===== src/rtl/tmr_pkg.sv =====
`timescale 1ns / 1ps
// ----------------------------------------------------------------------------
// tmr_pkg
// Types, constants and control structs shared by the Turing machine runner.
// ----------------------------------------------------------------------------
package tmr_pkg;

    // Tape depth must be a power of two: clear sweep addresses wrap by truncation.
    localparam int TAPE_DEPTH = 262144;
    localparam int TAPE_AW    = $clog2(TAPE_DEPTH);
    localparam int TAPE_MID   = TAPE_DEPTH / 2;
    localparam int CNT_W      = $clog2(TAPE_DEPTH + 1);

    localparam int STEP_W     = 17;
    localparam int RULE_W     = 5;
    localparam int OUTC_W     = 2;
    // head excursion is bounded by the step count, so one sign bit more suffices
    localparam int OFF_W      = STEP_W + 1;

    localparam logic [STEP_W-1:0] STEP_LIMIT_RST = STEP_W'(100000);

    localparam logic [OUTC_W-1:0] OUT_HALT  = 2'd0;
    localparam logic [OUTC_W-1:0] OUT_LIMIT = 2'd1;
    localparam logic [OUTC_W-1:0] OUT_UNDEF = 2'd2;

    localparam logic [2:0] ST_HALT = 3'd7;

    typedef logic [TAPE_AW-1:0] tape_addr_t;
    typedef logic [CNT_W-1:0]   clr_cnt_t;
    typedef logic [STEP_W-1:0]  step_t;
    typedef logic [RULE_W-1:0]  rule_t;

    typedef struct packed {
        rule_t rule_a0;
        rule_t rule_a1;
        rule_t rule_b0;
        rule_t rule_b1;
        rule_t rule_c0;
        rule_t rule_c1;
        rule_t rule_d0;
        rule_t rule_d1;
    } tmr_in_t;

    typedef struct packed {
        logic [OUTC_W-1:0] outcome;
        step_t             last_step_a;
        step_t             last_step_b;
        step_t             last_step_c;
        step_t             last_step_d;
    } tmr_out_t;

    typedef enum logic [2:0] {
        S_CLEAR,
        S_IDLE,
        S_ENTER,
        S_EXEC,
        S_DONE
    } tmr_state_t;

    typedef struct packed {
        logic start;     // load program, reset run state
        logic enter;     // count step, record entry, tape read issued
        logic exec;      // apply rule: write, move, next state
        logic load_out;  // capture result word
        logic clr_init;  // set up sweep over touched region
        logic clr_step;  // clear one tape cell
    } tmr_cmd_t;

    typedef struct packed {
        logic over;      // step count would exceed the limit
        logic stop;      // rule leads to halt or an undefined state
        logic clr_last;  // last cell of the sweep
    } tmr_stat_t;

endpackage


===== src/rtl/tmr_ctrl.sv =====
`timescale 1ns / 1ps
// ----------------------------------------------------------------------------
// tmr_ctrl
// Run sequencer: accept, alternate enter/execute steps, deliver, clear tape.
// ----------------------------------------------------------------------------
module tmr_ctrl
    import tmr_pkg::*;
(
    input  logic      aclk,
    input  logic      aresetn,
    input  logic      s_valid,
    output logic      s_ready,
    output logic      m_valid,
    input  logic      m_ready,
    output tmr_cmd_t  cmd,
    input  tmr_stat_t stat
);

    tmr_state_t state_reg, state_next;
    logic       m_valid_reg, m_valid_next;

    always_ff @(posedge aclk) begin
        if (!aresetn) begin
            state_reg   <= S_CLEAR;   // power-up sweep of the whole tape
            m_valid_reg <= 1'b0;
        end else begin
            state_reg   <= state_next;
            m_valid_reg <= m_valid_next;
        end
    end

    always_comb begin
        state_next   = state_reg;
        m_valid_next = m_valid_reg && !m_ready;
        cmd          = '0;
        s_ready      = 1'b0;
        unique case (state_reg)
            S_CLEAR: begin
                cmd.clr_step = 1'b1;
                if (stat.clr_last) begin
                    state_next = S_IDLE;
                end
            end
            S_IDLE: begin
                s_ready = 1'b1;
                if (s_valid) begin
                    cmd.start  = 1'b1;
                    state_next = S_ENTER;
                end
            end
            S_ENTER: begin
                cmd.enter  = 1'b1;
                state_next = stat.over ? S_DONE : S_EXEC;
            end
            S_EXEC: begin
                cmd.exec   = 1'b1;
                state_next = stat.stop ? S_DONE : S_ENTER;
            end
            S_DONE: begin
                if (!m_valid_reg || m_ready) begin
                    cmd.load_out = 1'b1;
                    cmd.clr_init = 1'b1;
                    m_valid_next = 1'b1;
                    state_next   = S_CLEAR;
                end
            end
            default: begin
                state_next = S_CLEAR;
            end
        endcase
    end

    assign m_valid = m_valid_reg;

    a_no_overwrite: assert property (@(posedge aclk) disable iff (!aresetn)
        cmd.load_out |-> (!m_valid_reg || m_ready))
        else $error("result word overwritten while pending");

    a_result_from_done: assert property (@(posedge aclk) disable iff (!aresetn)
        $rose(m_valid_reg) |-> $past(state_reg) == S_DONE)
        else $error("result raised outside completion");

    a_enter_to_exec: assert property (@(posedge aclk) disable iff (!aresetn)
        (state_reg == S_ENTER && !stat.over) |=> state_reg == S_EXEC)
        else $error("step entry not followed by execute");

    a_stop_to_done: assert property (@(posedge aclk) disable iff (!aresetn)
        (state_reg == S_EXEC && stat.stop) |=> state_reg == S_DONE)
        else $error("halt or undefined state did not end the run");

endmodule


===== config.mk =====
export PLATFORM = sky130hd
export DESIGN_NAME = tmr_ctrl
export DESIGN_NICKNAME = d
export VERILOG_FILES = /design/src/rtl/tmr_pkg.sv /design/src/rtl/tmr_ctrl.sv
export SDC_FILE = /design/constraint.sdc
export NUM_CORES = 1
export LEC_CHECK = 0
export BUFFER_PORTS_ARGS = -buffer_cell sky130_fd_sc_hd__buf_2
export CAP_MARGIN = 20
export CORE_AREA = 2 2 39 41
export DETAILED_ROUTE_END_ITERATION = 8
export DIE_AREA = 0 0 41 43
export GPL_TIMING_DRIVEN = 1
export HOLD_SLACK_MARGIN = 0.08
export PLACE_DENSITY = 0.45
export SLEW_MARGIN = 20
export SYNTH_ARGS = -nofsm -noshare
export SYNTH_HDL_FRONTEND = slang
export SYNTH_SLANG_ARGS = --single-unit

===== constraint.sdc =====
create_clock -name aclk -period 2.55 [get_ports aclk]
set_clock_uncertainty 0.05 [all_clocks]
set_input_delay 0.1275 -clock aclk [delete_from_list [all_inputs] [get_ports aclk]]
set_output_delay 0.1275 -clock aclk [all_outputs]
set_load 0.01 [all_outputs]

After elaboration in Yosys (flattened, before gate mapping)

Index checks and enable logic that the tools add are counted.

Register bits after elaboration: 4
Input bits: 7
Output and inout bits: 8
Word-level logic and storage cells: 31

Eq/ne operators: 7
Mux-type cells: 16
Reductions and logical operators: 6

Operator list:

| operator             | number |
|---|---|
| $mux W3              | 5 |
| $pmux W3 S5          | 1 |
| $mux W1              | 8 |
| $eq A3 B2 Y1 const B | 2 |
| $ne A2 B2 Y1 const B | 3 |
| $mux W2              | 2 |
| $eq A3 B1 Y1 const B | 1 |
| $eq A3 B3 Y1 const B | 1 |
| $logic_not A3 Y1     | 1 |
| $reduce_and A3 Y1    | 1 |
| $logic_not A1 Y1     | 2 |
| $logic_and A1 B1 Y1  | 1 |
| $logic_or A1 B1 Y1   | 1 |

Logic depth before layout (Yosys ltp)

Word-level depth: 4
Gate-level depth with buffers: 4
Mapped depth without buffers: 3

Worst setup path after synthesis

No wires, ideal clock.

Kind: flip-flop to output port
Start point: reg state_reg[0]
End point: out cmd[2] in the netlist's numbering
Arrival: 1.161 ns
Data required time: 2.372 ns
Slack: 1.212 ns
Stages on the path, launching flop included: 5
Buffers on the path: 2
Cells stage by stage: dfxtp_1 buf_6 or3b_4 and2b_2 buf_4

RTL lines:

| element                  | RTL line       | text |
|---|---|---|
| start: declaration       | tmr_ctrl.sv:19 | `tmr_state_t state_reg, state_next;` |
| start signal: assignment | tmr_ctrl.sv:27 | `state_reg <= state_next;` |
| end: declaration         | tmr_ctrl.sv:15 | `output tmr_cmd_t cmd,` |

==> impl_summary.md <==
Global routing
The pin count of the biggest net entering global routing is 10. The initial antenna violation count came to 0. In the global route stage, overall resource usage came out at 0.0732. The number of global-route vias before repair is 212.

Summed over all layers, the global routing overflow is 0. The first global-routing pass estimated around 750 um of wire.

Clocking
Clock tree synthesis found a total of 4 sinks. The insertion delay to the later sink of the worst-skew pair is 0.23 ns. The CTS root buffer is sky130_fd_sc_hd__clkbuf_4.

The setup fix buffers added after clock tree synthesis is 0. TritonCTS created 3 clock buffers. After clock tree synthesis, the clock-pin slew on the worst setup and hold paths is 0.04 ns. The count of hold-fix buffers inserted at cts is 0. TritonCTS built the clock tree. The number of instances resized during post-cts repair is 0. CTS built an H-tree with a depth of 1. The number of buffers between clock root and the deepest sink is 2.

Placed design
The number of placed cells counting well taps is 57. The sum of net half-perimeters after detailed placement is 436 um. Routability-driven placement finished with a final weighted congestion of 0.591. In this run the cell area measured after placement is 320 um2.

The count of buffers from port buffering is 14.

Synthesis
The most used flip-flop cell after synthesis is sky130_fd_sc_hd__dfxtp_1. After synthesis the netlist holds a flip-flop and latch count of 4. Sorting the synthesized cells by how often they occur yields sky130_fd_sc_hd__dfxtp_1, sky130_fd_sc_hd__nor2b_1. The top cell type by total area after synthesis is sky130_fd_sc_hd__dfxtp_1. The proportion of synthesized flip-flops having asynchronous set or reset is 0.

The number of warning messages in the yosys log is 0. Synthesis produced a netlist whose cell count is 29. The count of unique library cells instantiated by Yosys is 18. In the post-synthesis netlist, the biggest area contributors are sky130_fd_sc_hd__dfxtp_1, sky130_fd_sc_hd__mux2i_1, sky130_fd_sc_hd__nor2b_1. The share of synthesized area occupied by flip-flops and latches is 0.322.

The post-synth net total is 36. In this run the cell area of the synthesized design comes to about 250 um2. Of the post-synthesis cell area, the dominant cell type holds 0.322. Among all cell types in the netlist, the one instantiated most often is sky130_fd_sc_hd__dfxtp_1. The synthesized area divided by synthesized cell count is roughly 8.6 um2. The number of flops mapped to enable cells by yosys is 0.

Die
The initial core utilization is 0.180. The count of pins on the block boundary is 15. The horizontal extent of the die is 41 um. From bottom edge to top edge, the die measures 43 um. In this run the core area contains 14 standard-cell rows. The overall die area is ~1800 um2.

The area of the core region is 1380 um2.

Detailed routing
The iteration-0 DRC count of the detailed router is 2. After detailed routing, the number of vias per cell comes to 4.05. The number of search-and-repair iterations in the first detailed-routing pass is 4.

In the final routed layout, each cell accounts on average for 8.33 um. The count of nets left with antenna violations once routing finished came out at 0. The number of vias after detailed routing is 243.

After detailed routing, the number of remaining DRC violations is 0. The overall routed net length is ~500 um.

Worst setup path
The reg-to-reg startpoint is state_reg[0]. The setup check on the worst reg-to-reg path leaves a slack of 1.35 ns. The startpoint type of the worst setup path is a flop.

Data on the critical path is required at its endpoint by 2.37 ns. The worst register-to-register path ends at state_reg[2]. The capturing element of the worst setup path is cmd[1]. The critical path class is reg2out. The largest fanout on the critical path is 9. STA classifies the critical path endpoint as a primary output.

The data arrival time of the critical path is about 1.4 ns. The first element of the critical path is state_reg[0]. The number of cells on the worst reg-to-reg path is 3.

STA
The count of final hold-check violations is 0. Of the available clock period, the critical path in the final layout requires 0.606. The number of pins exceeding their max-slew limit in the final report is 0.

The count of final setup violators is 0. The max-slew headroom at the worst pin is 0.816. The transition at the pin with the smallest max-transition slack is 0.275 ns. After layout, the minimum clock period comes to 1.55 ns. For the final routed database, the setup TNS stands at 0 ns.

Setup repair after global routing left no endpoint under its margin. The maximum frequency from static timing analysis is 647 MHz.

Power
The power density normalized to cell area is 564 nW/um2. The peak supply drop is roughly 0.00015 V. The analysis attributes to cell leakage a power of 0.172 nW. Total power for the finished layout comes to 0.193 mW.

Cells and area
The number of antenna diodes in the final layout is 0. The flip-flop count of the largest register after layout is 3. Of the cells placed in the final design, the portion with a size suffix greater than 1 is 0.455.

The signed area change from the synthesized netlist to the final layout is 37.7%. The net count of the finished layout is 53. The count of cells in the finished layout, fillers not included, comes to 60. The finished cells cover 343 um2.

Run status
The run finished with clean final reports.

Run
The number of violations of the max-capacitance limit is 0.

Worst hold path
The class of the tightest hold or removal check is in2reg.
-- metal layers --
layer	wire length, um	GRT usage	vias up
met5	0	0	-
met4	12	0.100	0
met3	44	0.0471	2
met2	250	0.0906	9
met1	193	0.0641	103
li1	-	-	129
-- cells in the final DEF, fill, tap and decap left out, drive strengths merged, types with 2 or more instances in the layout --
cell,Yosys,routed
buf,2,14
dfxtp,4,4
nor2b,3,3
clkbuf,0,3
inv,2,2
nor2,2,2
nor3,2,2
and2,2,2
mux2i,2,2
o21ai,2,2
-- worst max-delay path, stage by stage (launching register included) --
cell and delay (ns):
sky130_fd_sc_hd__dfxtp_1 0.38, sky130_fd_sc_hd__or3b_4 0.43, sky130_fd_sc_hd__and2b_2 0.22, sky130_fd_sc_hd__buf_2 0.12
-- cells by family after synthesis --
logic type | count (synthesis) | synth area share
AO/OA/AOI/OAI | 6 | 0.161
buffers and inverters | 4 | 0.106
flip-flops | 4 | 0.322
multiplexers | 2 | 0.0804
AND/OR/NAND/NOR | 13 | 0.332
-- stage by stage --
step / utilization / setup slack (ns) / hold WS, ns
floorplan: - / 1.21 / 0.199
global placement: 0.231 / 1.26 / 0.318
detailed placement: 0.231 / 1.25 / 0.325
CTS: 0.248 / 0.990 / 0.0852
global route: 0.248 / 0.949 / 0.101
finish: 0.248 / 1.00 / 0.0836
-- cell type report --
cell class                 count  area (um2)
fill                         162        1040
multi-input combinational     21         143
sequential                     4        80.1
timing repair buffer          14        70.1
clock buffer                   3        22.5
tap                           16        20.0
inverter                       2        7.51
-- report_power, final --
group	internal, mW	switching, mW	leakage, nW
clock	0.0524	0.0229	0.0138
sequential	0.0676	0.00816	0.0327
combinational	0.0229	0.0194	0.126
total	0.143	0.0505	0.172
-- worst min path at each step --
stage,start,end,slack [ns],depth (start not counted)
after floorplan,aresetn,state_reg[2],0.20,1
after global placement,aresetn,state_reg[2],0.32,2
after detailed placement,aresetn,state_reg[2],0.32,2
after CTS,aresetn,state_reg[2],0.09,2
after global routing,aresetn,state_reg[2],0.10,2
final,aresetn,state_reg[2],0.08,2
No activity file was read; power rests on OpenSTA's default activity.
